===== src/hw/rtl/hbwe_pkg.sv =====
// Shared constants, phase codes and the header name table for the body window extractor.
package hbwe_pkg;

    // Length counter width and slot limits
    localparam int LEN_W      = 32;
    localparam int MAX_SLOTS  = 16;
    localparam int SLOT_CNT_W = 5;
    localparam int SLOT_IDX_W = 4;
    localparam int CFG_IDX_W  = 1;
    localparam int CFG_DATA_W = 5;

    // Counter widths of the serial divide and multiply
    localparam int DIV_CNT_W = $clog2(LEN_W);
    localparam int MUL_CNT_W = $clog2(SLOT_IDX_W);
    localparam int ACC_W     = LEN_W + SLOT_IDX_W;

    // Header name search
    localparam int NAME_LEN   = 14;
    localparam int NAME_POS_W = 5;

    // Phase codes seen on the phase output
    localparam logic [2:0] PH_HEADER = 3'd0;
    localparam logic [2:0] PH_SKIP   = 3'd1;
    localparam logic [2:0] PH_PASS   = 3'd2;
    localparam logic [2:0] PH_DONE   = 3'd3;
    localparam logic [2:0] PH_ERROR  = 3'd4;

    // Configuration register indexes
    localparam logic [CFG_IDX_W-1:0] CFG_SLOT_COUNT = 1'b0;
    localparam logic [CFG_IDX_W-1:0] CFG_SLOT_INDEX = 1'b1;

    // Characters
    localparam logic [7:0] CHAR_LF   = 8'h0A;
    localparam logic [7:0] CHAR_ZERO = 8'h30;
    localparam logic [7:0] CHAR_NINE = 8'h39;

    // Dividend, clamped divisor and index handed to the slice calculator
    typedef struct packed {
        logic [LEN_W-1:0]      dividend;
        logic [SLOT_CNT_W-1:0] divisor;
        logic [SLOT_IDX_W-1:0] index;
    } calc_req_t;

    // Character expected at each position of "Content-Length"
    function automatic logic [7:0] name_char(input logic [NAME_POS_W-1:0] pos);
        logic [7:0] ch;
        begin
            case (pos)
                5'd0:    ch = 8'h43; // C
                5'd1:    ch = 8'h6F; // o
                5'd2:    ch = 8'h6E; // n
                5'd3:    ch = 8'h74; // t
                5'd4:    ch = 8'h65; // e
                5'd5:    ch = 8'h6E; // n
                5'd6:    ch = 8'h74; // t
                5'd7:    ch = 8'h2D; // -
                5'd8:    ch = 8'h4C; // L
                5'd9:    ch = 8'h65; // e
                5'd10:   ch = 8'h6E; // n
                5'd11:   ch = 8'h67; // g
                5'd12:   ch = 8'h74; // t
                5'd13:   ch = 8'h68; // h
                default: ch = 8'h00;
            endcase
            return ch;
        end
    endfunction

endpackage


===== src/hw/rtl/hbwe_slice_calc.sv =====
// Bit-serial slice size divider and offset multiplier run once at the end of the header.
module hbwe_slice_calc (
    input  logic                          clk,
    input  logic                          rst_n,
    input  logic                          start,
    input  hbwe_pkg::calc_req_t           req,
    output logic                          done,
    output logic [hbwe_pkg::LEN_W-1:0]    slice_size,
    output logic [hbwe_pkg::LEN_W-1:0]    slice_offset
);

    localparam logic [1:0] ST_IDLE = 2'd0;
    localparam logic [1:0] ST_DIV  = 2'd1;
    localparam logic [1:0] ST_MUL  = 2'd2;

    logic [1:0]                          state_reg, state_next;
    logic [hbwe_pkg::DIV_CNT_W-1:0]      div_cnt_reg, div_cnt_next;
    logic [hbwe_pkg::MUL_CNT_W-1:0]      mul_cnt_reg, mul_cnt_next;
    logic                                done_reg, done_next;
    logic [hbwe_pkg::LEN_W-1:0]          quo_reg, quo_next;
    logic [hbwe_pkg::SLOT_CNT_W-2:0]     rem_reg, rem_next;
    logic [hbwe_pkg::SLOT_CNT_W-1:0]     divisor_reg, divisor_next;
    logic [hbwe_pkg::SLOT_IDX_W-1:0]     index_reg, index_next;
    logic [hbwe_pkg::ACC_W-1:0]          acc_reg, acc_next;
    logic [hbwe_pkg::LEN_W-1:0]          offset_reg, offset_next;
    logic [hbwe_pkg::SLOT_CNT_W-1:0]     rem_shift;
    logic [hbwe_pkg::SLOT_CNT_W-1:0]     rem_diff;
    logic                                quo_bit;
    logic [hbwe_pkg::ACC_W-1:0]          acc_shift;
    logic [hbwe_pkg::ACC_W-1:0]          addend;
    logic [hbwe_pkg::ACC_W-1:0]          acc_sum;
    logic [hbwe_pkg::MUL_CNT_W-1:0]      bit_sel;

    // One restoring division step and one shift-add step
    always_comb
    begin
        rem_shift = {rem_reg, quo_reg[hbwe_pkg::LEN_W-1]};
        quo_bit   = (rem_shift >= divisor_reg);
        rem_diff  = rem_shift - divisor_reg;
        bit_sel   = hbwe_pkg::MUL_CNT_W'(hbwe_pkg::SLOT_IDX_W - 1) - mul_cnt_reg;
        acc_shift = {acc_reg[hbwe_pkg::ACC_W-2:0], 1'b0};
        addend    = index_reg[bit_sel] ? {{hbwe_pkg::SLOT_IDX_W{1'b0}}, quo_reg}
                                       : '0;
        acc_sum   = acc_shift + addend;
    end

    // Sequence division then multiplication
    always_comb
    begin
        state_next   = state_reg;
        div_cnt_next = div_cnt_reg;
        mul_cnt_next = mul_cnt_reg;
        done_next    = 1'b0;
        quo_next     = quo_reg;
        rem_next     = rem_reg;
        divisor_next = divisor_reg;
        index_next   = index_reg;
        acc_next     = acc_reg;
        offset_next  = offset_reg;
        case (state_reg)
            ST_IDLE:
            begin
                if (start)
                begin
                    quo_next     = req.dividend;
                    rem_next     = '0;
                    divisor_next = req.divisor;
                    index_next   = req.index;
                    div_cnt_next = '0;
                    state_next   = ST_DIV;
                end
            end
            ST_DIV:
            begin
                // shift one dividend bit in, one quotient bit out
                rem_next = quo_bit ? rem_diff[hbwe_pkg::SLOT_CNT_W-2:0]
                                   : rem_shift[hbwe_pkg::SLOT_CNT_W-2:0];
                quo_next = {quo_reg[hbwe_pkg::LEN_W-2:0], quo_bit};
                div_cnt_next = div_cnt_reg + 1'b1;
                if (div_cnt_reg == hbwe_pkg::DIV_CNT_W'(hbwe_pkg::LEN_W - 1))
                begin
                    acc_next     = '0;
                    mul_cnt_next = '0;
                    state_next   = ST_MUL;
                end
            end
            ST_MUL:
            begin
                // Horner over index bits, most significant first
                acc_next     = acc_sum;
                mul_cnt_next = mul_cnt_reg + 1'b1;
                if (mul_cnt_reg == hbwe_pkg::MUL_CNT_W'(hbwe_pkg::SLOT_IDX_W - 1))
                begin
                    // saturate the offset at the length maximum
                    offset_next = (|acc_sum[hbwe_pkg::ACC_W-1:hbwe_pkg::LEN_W])
                                  ? '1 : acc_sum[hbwe_pkg::LEN_W-1:0];
                    done_next   = 1'b1;
                    state_next  = ST_IDLE;
                end
            end
            default:
            begin
                state_next = ST_IDLE;
            end
        endcase
    end

    // Control registers
    always_ff @(posedge clk or negedge rst_n)
    begin
        if (!rst_n)
        begin
            state_reg   <= ST_IDLE;
            div_cnt_reg <= '0;
            mul_cnt_reg <= '0;
            done_reg    <= 1'b0;
            quo_reg     <= '0;
            offset_reg  <= '0;
        end
        else
        begin
            state_reg   <= state_next;
            div_cnt_reg <= div_cnt_next;
            mul_cnt_reg <= mul_cnt_next;
            done_reg    <= done_next;
            quo_reg     <= quo_next;
            offset_reg  <= offset_next;
        end
    end

    // Datapath registers
    always_ff @(posedge clk)
    begin
        rem_reg     <= rem_next;
        divisor_reg <= divisor_next;
        index_reg   <= index_next;
        acc_reg     <= acc_next;
    end

    assign done         = done_reg;
    assign slice_size   = quo_reg;
    assign slice_offset = offset_reg;

endmodule


===== src/hw/rtl/http_body_window_extractor.sv =====
// Top level: HTTP header parser and body slice pass-through.
//
// Takes one response byte per request and returns one result per byte. The byte that
// ends the header (a one-character line closed by LF) with a length found holds the
// input until its result is ready: the slice size comes from a bit-serial restoring
// divider that retires one quotient bit per cycle, followed by a four-step shift-add
// for the offset; then the body phase is picked and the result is loaded once the
// result slot is free. A single result register sits on the output; a new byte is
// taken only when that register is empty or its result leaves in the same cycle.
// slot_count and slot_index are sampled at the header end only.
module http_body_window_extractor (
    input  logic                                clk,
    input  logic                                rst_n,
    // configuration
    input  logic                                cfg_we,
    input  logic [hbwe_pkg::CFG_IDX_W-1:0]      cfg_index,
    input  logic [hbwe_pkg::CFG_DATA_W-1:0]     cfg_data,
    // input bytes
    input  logic                                in_valid,
    output logic                                in_stall,
    input  logic [7:0]                          rx_byte,
    // results
    output logic                                result_valid,
    input  logic                                result_stall,
    output logic [7:0]                          out_byte,
    output logic                                out_valid,
    output logic                                out_last,
    output logic [2:0]                          phase
);

    localparam logic [1:0] CT_READY = 2'd0;
    localparam logic [1:0] CT_CALC  = 2'd1;
    localparam logic [1:0] CT_FIN   = 2'd2;

    logic [1:0]                          ctrl_reg, ctrl_next;
    logic [2:0]                          phase_reg, phase_next;
    logic [hbwe_pkg::NAME_POS_W-1:0]     name_pos_reg, name_pos_next;
    logic                                digits_reg, digits_next;
    logic [1:0]                          line_cnt_reg, line_cnt_next;
    logic [hbwe_pkg::LEN_W-1:0]          body_len_reg, body_len_next;
    logic [hbwe_pkg::LEN_W-1:0]          body_pos_reg, body_pos_next;
    logic [hbwe_pkg::SLOT_CNT_W-1:0]     slot_count_reg;
    logic [hbwe_pkg::SLOT_IDX_W-1:0]     slot_index_reg;
    logic                                res_vld_reg, res_vld_next;
    logic [7:0]                          out_byte_reg, out_byte_next;
    logic                                out_valid_reg, out_valid_next;
    logic                                out_last_reg, out_last_next;
    logic [2:0]                          out_phase_reg, out_phase_next;

    logic                                accept;
    logic                                out_free;
    logic                                is_digit;
    logic                                do_search;
    logic [hbwe_pkg::ACC_W-1:0]          len_times_ten;
    logic [hbwe_pkg::LEN_W-1:0]          pos_inc;
    logic [hbwe_pkg::SLOT_CNT_W-1:0]     divisor_clamp;
    logic                                calc_start;
    hbwe_pkg::calc_req_t                 calc_req;
    logic                                calc_done;
    logic [hbwe_pkg::LEN_W-1:0]          slice_size;
    logic [hbwe_pkg::LEN_W-1:0]          slice_offset;

    // Take a request only when idle and the result slot frees up
    assign out_free = !res_vld_reg || !result_stall;
    assign in_stall = !((ctrl_reg == CT_READY) && out_free);
    assign accept   = in_valid && !in_stall;

    // Clamp slot count to 1..MAX_SLOTS
    always_comb
    begin
        if (slot_count_reg == '0)
            divisor_clamp = hbwe_pkg::SLOT_CNT_W'(1);
        else if (slot_count_reg > hbwe_pkg::SLOT_CNT_W'(hbwe_pkg::MAX_SLOTS))
            divisor_clamp = hbwe_pkg::SLOT_CNT_W'(hbwe_pkg::MAX_SLOTS);
        else
            divisor_clamp = slot_count_reg;
    end

    assign calc_req.dividend = body_len_reg;
    assign calc_req.divisor  = divisor_clamp;
    assign calc_req.index    = slot_index_reg;

    // Per-byte header and body processing
    always_comb
    begin
        ctrl_next      = ctrl_reg;
        phase_next     = phase_reg;
        name_pos_next  = name_pos_reg;
        digits_next    = digits_reg;
        line_cnt_next  = line_cnt_reg;
        body_len_next  = body_len_reg;
        body_pos_next  = body_pos_reg;
        res_vld_next   = res_vld_reg && result_stall;
        out_byte_next  = out_byte_reg;
        out_valid_next = out_valid_reg;
        out_last_next  = out_last_reg;
        out_phase_next = out_phase_reg;
        calc_start     = 1'b0;
        do_search      = 1'b0;
        is_digit       = (rx_byte >= hbwe_pkg::CHAR_ZERO) && (rx_byte <= hbwe_pkg::CHAR_NINE);
        len_times_ten  = {{hbwe_pkg::SLOT_IDX_W-1{1'b0}}, body_len_reg, 1'b0}
                       + {1'b0, body_len_reg, 3'b000}
                       + hbwe_pkg::ACC_W'(rx_byte - hbwe_pkg::CHAR_ZERO);
        pos_inc        = body_pos_reg + 1'b1;

        case (ctrl_reg)
            CT_READY:
            begin
                if (accept)
                begin
                    out_byte_next  = 8'h00;
                    out_valid_next = 1'b0;
                    out_last_next  = 1'b0;
                    res_vld_next   = 1'b1;
                    case (phase_reg)
                        hbwe_pkg::PH_HEADER:
                        begin
                            // accumulate digits, saturating at the length maximum
                            if (digits_reg)
                            begin
                                if (is_digit)
                                begin
                                    if (|len_times_ten[hbwe_pkg::ACC_W-1:hbwe_pkg::LEN_W])
                                        body_len_next = '1;
                                    else
                                        body_len_next = len_times_ten[hbwe_pkg::LEN_W-1:0];
                                end
                                else
                                begin
                                    digits_next = 1'b0;
                                    do_search   = (body_len_reg == '0);
                                end
                            end
                            else
                            begin
                                do_search = (body_len_reg == '0);
                            end

                            // advance the name match
                            if (do_search)
                            begin
                                if (name_pos_reg < hbwe_pkg::NAME_POS_W'(hbwe_pkg::NAME_LEN))
                                begin
                                    if (rx_byte == hbwe_pkg::name_char(name_pos_reg))
                                        name_pos_next = name_pos_reg + 1'b1;
                                    else if (rx_byte == hbwe_pkg::name_char('0))
                                        name_pos_next = hbwe_pkg::NAME_POS_W'(1);
                                    else
                                        name_pos_next = '0;
                                end
                                else if (name_pos_reg ==
                                         hbwe_pkg::NAME_POS_W'(hbwe_pkg::NAME_LEN))
                                begin
                                    name_pos_next = hbwe_pkg::NAME_POS_W'(hbwe_pkg::NAME_LEN + 1);
                                end
                                else
                                begin
                                    name_pos_next = '0;
                                    digits_next   = 1'b1;
                                end
                            end

                            // track line length, detect the header end
                            if (rx_byte == hbwe_pkg::CHAR_LF)
                            begin
                                line_cnt_next = '0;
                                if (line_cnt_reg == 2'd1)
                                begin
                                    digits_next   = 1'b0;
                                    name_pos_next = '0;
                                    if (body_len_reg == '0)
                                    begin
                                        phase_next = hbwe_pkg::PH_ERROR;
                                    end
                                    else
                                    begin
                                        // hold the result until the slice is computed
                                        calc_start    = 1'b1;
                                        body_pos_next = '0;
                                        res_vld_next  = res_vld_reg && result_stall;
                                        ctrl_next     = CT_CALC;
                                    end
                                end
                            end
                            else if (line_cnt_reg < 2'd2)
                            begin
                                line_cnt_next = line_cnt_reg + 1'b1;
                            end
                        end
                        hbwe_pkg::PH_SKIP:
                        begin
                            if (pos_inc >= slice_offset)
                            begin
                                body_pos_next = '0;
                                phase_next    = hbwe_pkg::PH_PASS;
                            end
                            else
                            begin
                                body_pos_next = pos_inc;
                            end
                        end
                        hbwe_pkg::PH_PASS:
                        begin
                            out_byte_next  = rx_byte;
                            out_valid_next = 1'b1;
                            body_pos_next  = pos_inc;
                            if (pos_inc >= slice_size)
                            begin
                                out_last_next = 1'b1;
                                phase_next    = hbwe_pkg::PH_DONE;
                            end
                        end
                        hbwe_pkg::PH_DONE:
                        begin
                            phase_next = hbwe_pkg::PH_DONE;
                        end
                        default:
                        begin
                            phase_next = hbwe_pkg::PH_ERROR;
                        end
                    endcase
                    out_phase_next = phase_next;
                end
            end
            CT_CALC:
            begin
                // pick the body phase from size and offset
                if (calc_done)
                begin
                    if (slice_size == '0)
                        phase_next = hbwe_pkg::PH_DONE;
                    else if (slice_offset == '0)
                        phase_next = hbwe_pkg::PH_PASS;
                    else
                        phase_next = hbwe_pkg::PH_SKIP;
                    ctrl_next = CT_FIN;
                end
            end
            CT_FIN:
            begin
                // deliver the header-end result once the slot is free
                if (out_free)
                begin
                    res_vld_next   = 1'b1;
                    out_byte_next  = 8'h00;
                    out_valid_next = 1'b0;
                    out_last_next  = 1'b0;
                    out_phase_next = phase_reg;
                    ctrl_next      = CT_READY;
                end
            end
            default:
            begin
                ctrl_next = CT_READY;
            end
        endcase
    end

    // Control and state registers
    always_ff @(posedge clk or negedge rst_n)
    begin
        if (!rst_n)
        begin
            ctrl_reg     <= CT_READY;
            phase_reg    <= hbwe_pkg::PH_HEADER;
            name_pos_reg <= '0;
            digits_reg   <= 1'b0;
            line_cnt_reg <= '0;
            body_len_reg <= '0;
            body_pos_reg <= '0;
            res_vld_reg  <= 1'b0;
        end
        else
        begin
            ctrl_reg     <= ctrl_next;
            phase_reg    <= phase_next;
            name_pos_reg <= name_pos_next;
            digits_reg   <= digits_next;
            line_cnt_reg <= line_cnt_next;
            body_len_reg <= body_len_next;
            body_pos_reg <= body_pos_next;
            res_vld_reg  <= res_vld_next;
        end
    end

    // Configuration registers
    always_ff @(posedge clk or negedge rst_n)
    begin
        if (!rst_n)
        begin
            slot_count_reg <= hbwe_pkg::SLOT_CNT_W'(2);
            slot_index_reg <= '0;
        end
        else if (cfg_we)
        begin
            case (cfg_index)
                hbwe_pkg::CFG_SLOT_COUNT:
                    slot_count_reg <= cfg_data;
                hbwe_pkg::CFG_SLOT_INDEX:
                    slot_index_reg <= cfg_data[hbwe_pkg::SLOT_IDX_W-1:0];
                default:
                    slot_count_reg <= slot_count_reg;
            endcase
        end
    end

    // Result payload
    always_ff @(posedge clk)
    begin
        out_byte_reg  <= out_byte_next;
        out_valid_reg <= out_valid_next;
        out_last_reg  <= out_last_next;
        out_phase_reg <= out_phase_next;
    end

    hbwe_slice_calc u_calc (
        .clk          (clk),
        .rst_n        (rst_n),
        .start        (calc_start),
        .req          (calc_req),
        .done         (calc_done),
        .slice_size   (slice_size),
        .slice_offset (slice_offset)
    );

    assign result_valid = res_vld_reg;
    assign out_byte     = out_byte_reg;
    assign out_valid    = out_valid_reg;
    assign out_last     = out_last_reg;
    assign phase        = out_phase_reg;

endmodule


===== config.mk =====
export PLATFORM = sky130hd
export DESIGN_NAME = http_body_window_extractor
export DESIGN_NICKNAME = d
export VERILOG_FILES = /design/src/hw/rtl/hbwe_pkg.sv /design/src/hw/rtl/hbwe_slice_calc.sv /design/src/hw/rtl/http_body_window_extractor.sv
export SDC_FILE = /design/constraint.sdc
export NUM_CORES = 1
export LEC_CHECK = 0
export CAP_MARGIN = 20
export CORE_ASPECT_RATIO = 0.6
export CORE_MARGIN = 2
export CORE_UTILIZATION = 35
export CTS_CLUSTER_DIAMETER = 60
export DETAILED_ROUTE_END_ITERATION = 12
export DONT_BUFFER_PORTS = 1
export PLACE_DENSITY = 0.57
export REMOVE_ABC_BUFFERS = 1
export SLEW_MARGIN = 40
export SYNTH_ARGS = -nofsm -noshare
export SYNTH_HDL_FRONTEND = slang
export SYNTH_SLANG_ARGS = --single-unit

===== constraint.sdc =====
create_clock -name clk -period 7.3 [get_ports clk]
set_input_delay 0.73 -clock clk [delete_from_list [all_inputs] [get_ports clk]]
set_output_delay 0.73 -clock clk [all_outputs]
set_load 0.03 [all_outputs]

==> impl_metrics.json <==
{
  "irDropWorstVdd_v": 0.0001425,
  "switching_power_mw": 0.9396,
  "power_mw": 3.177,
  "die_w_um": 285.6,
  "clk_latency_ns": 0.53,
  "synth-seq-cells": 222,
  "finalWorstSetupSlack_ns": 1.680,
  "crit_path_end": "body_pos_reg[5]",
  "area_growth_pct": 8.917,
  "finalSetupTns_ns": 0,
  "largest_reg_flops": 35,
  "synth_edf_count": 61,
  "post_cts_buffers": 0,
  "ys_seq_area_frac": 0.3520,
  "avgSynthCellArea_um2": 9.066,
  "hold_class": "in2async",
  "routed_via_density": 5.590,
  "finalSetupViolCount": 0,
  "pre_cts_ws_ns": 1.793,
  "grt_max_degree": 161,
  "status": "complete, no violations",
  "design.core.area_mm2": 0.04663,
  "io_buffers": 0,
  "grt_pass1_vias": 12990,
  "hold_viol": 0,
  "clkPwrFrac": 0.395,
  "clk_pin_slew_ns": 0.06,
  "cts_tree": "yes",
  "internal_power_mw": 2.237,
  "dr_total_vias": 13680,
  "maxSlewHeadroom": 0.3647,
  "instances_no_fill": 2448,
  "cts.path.max_buffers": 3,
  "ant_nets": 0,
  "dp_hpwl_mm": 36.22,
  "cts_made_buffers": 24,
  "reg2reg_to": "body_pos_reg[5]",
  "antenna_found_initial": 0,
  "rr_startpoint": "body_pos_reg[0]",
  "drt_iter0_markers": 1438,
  "critical_path_class": "reg2reg",
  "startpoint_type": "register",
  "end_kind": "register",
  "die_area_mm2": 0.04940,
  "cellLeakagePower_nw": 8.331,
  "netlist_area_mm2": 0.01665,
  "antennaDiodeCount": 0,
  "max-cap-violations": 0,
  "dieHeight_um": 173.0,
  "rsz0062_at_grt": "false",
  "syn_inst": 1837,
  "utilization": 0.3890,
  "wl_per_cell_um": 19.54,
  "htree_levels": 1,
  "crit_start": "body_pos_reg[0]",
  "max_freq_ghz": 0.1779,
  "power_density_mw_per_mm2": 175.1,
  "io_pins": 34,
  "ys_types": 87,
  "cts_sinks": 222,
  "synth_ff_type": "dfrtp_1",
  "finalMaxSlewViolations": 0,
  "worst-r2r-setup-slack_ns": 1.68,
  "period_share": 0.7698,
  "critPathRequiredTime_ns": 7.72,
  "drc_errors": 0,
  "async_flop_share": 0.7252,
  "firstDrtPassIters": 5,
  "fin_skew_ns": 0.01045,
  "drive_gt1_frac": 0.06601,
  "power_frac_comb": 0.163,
  "ff2ff_path_depth": 19,
  "gp_congestion": 0.8865,
  "critPathArrivalTime_ns": 6.04,
  "path_max_fanout": 23,
  "worst_slew_pin_slew_ns": 0.9449,
  "placementRows": 61,
  "initial_core_util": 0.3571,
  "p_sw_frac": 0.2958,
  "grt_pass1_wl_mm": 75.84,
  "final_nets": 2003,
  "ys_warn_count": 0,
  "finalCriticalPeriod_ns": 5.620,
  "wirelength_mm": 47.84,
  "dp.cells": 2401,
  "grt_util_all_layers": 0.1924,
  "root_buffer": "clkbuf_16",
  "grt.overflow.total": 0,
  "seqPwrFrac": 0.442
}
==> cell usage after synthesis (14+ instances only) <==
cell type	number	share of area
nand4_1	34	0.013
fa_1	33	0.040
o21ai_0	75	0.023
nand3_1	44	0.013
edfxtp_1	61	0.11
a21o_1	73	0.033
inv_1	119	0.027
nor2_1	152	0.034
a22o_1	17	0.0089
xor2_1	39	0.021
a21oi_1	142	0.043
a211oi_1	15	0.0068
ha_1	151	0.11
and2_1	72	0.027
clkbuf_1	61	0.014
a31oi_1	40	0.015
dfrtp_1	160	0.24
nand2_1	173	0.039
o22a_2	18	0.011
o22a_1	14	0.0074
nor3_1	36	0.011
xnor2_1	57	0.030
nor4_1	35	0.013
==> through the flow <==
stage / hold WS [ns] / area, µm²
after floorplan: 0.4194 / 16320
after global placement: 0.4485 / 17230
after detailed placement: 0.4302 / 17270
after CTS: 0.009397 / 18100
after global routing: 0.009520 / 18140
final: 0.03620 / 18140
==> layer usage <==
metal  GRT usage  wire length (µm)  up-vias
met5           0                 0        -
met4     0.02989               631        0
met3     0.04459              3622       45
met2      0.2533             18190      380
met1      0.3140             25390     6708
li1            -                 -     6551
==> timing repair <==
item,CTS,global route
hold buffers,1,0
endpoints found under the hold margin,160,0
resized for setup,0,0
==> final cells by class <==
type / instances / area (µm²)
clock buffer: 37 / 753.2
fill: 4670 / 28490
multi-input combinational: 1417 / 10080
tap: 630 / 788.3
timing repair buffer: 15 / 157.7
clock inverter: 7 / 43.79
sequential: 222 / 5862
inverter: 120 / 452.9
==> power groups by stage <==
| stage | logic, mW | registers (mW) | clock network (mW) |
|---|---|---|---|
| after floorplan | 0.382 | 1.40 | 0 |
| after global placement | 0.476 | 1.43 | 0 |
| after detailed placement | 0.486 | 1.43 | 0 |
| after CTS | 0.511 | 1.40 | 1.28 |
| after global routing | 0.578 | 1.41 | 1.33 |
| final | 0.518 | 1.40 | 1.25 |
==> worst max-delay path: stages (launching register included) <==
cell      delay, ns
dfrtp_1        0.51
ha_1           0.29
and3_1         0.24
nand3_1        0.29
nor2_1         0.49
and4_1         0.38
nand2_1        0.12
nor2_1         0.20
nand4_1        0.20
xnor2_1        0.21
ha_1           0.31
nand2_1        0.05
nor3_1         0.40
nand3_1        0.33
a211oi_1       0.35
a21oi_2        0.22
a41oi_2        0.25
buf_4          0.31
o21ai_0        0.12
a22o_1         0.22
==> logic make-up after synthesis <==
group / synth area share
compound gates: 0.2017
xor+xnor: 0.05048
fa+ha+maj: 0.1531
buf+inv: 0.04695
flops: 0.3520
mux: 0.01435
simple gates: 0.1814
==> cells in the final DEF (no fill, tap or decap), drive strengths merged, types with 32 or more instances in the layout <==
cell type / instances
nor2: 152
nand3: 44
a21oi: 143
o21ai: 81
a21o: 74
nand2: 173
edfxtp: 61
nor3: 36
clkbuf: 38
xnor2: 57
a31oi: 40
fa: 33
xor2: 39
dfrtp: 160
o22a: 32
nor4: 36
nand4: 34
inv: 123
and2: 72
ha: 151
==> worst min path at each step <==
stage	slack, ns	cells past startpoint	end	from
finish	0.04	0	slot_count_reg[1]	rst_n
detailed placement	0.43	0	u_calc.index_reg[3]	slot_index_reg[3]
global placement	0.45	0	slot_index_reg[2]	rst_n
floorplan	0.42	0	u_calc.index_reg[0]	slot_index_reg[0]
global route	0.01	0	slot_count_reg[1]	rst_n
CTS	0.009	0	slot_count_reg[1]	rst_n
No activity file was read; power rests on OpenSTA's default activity.
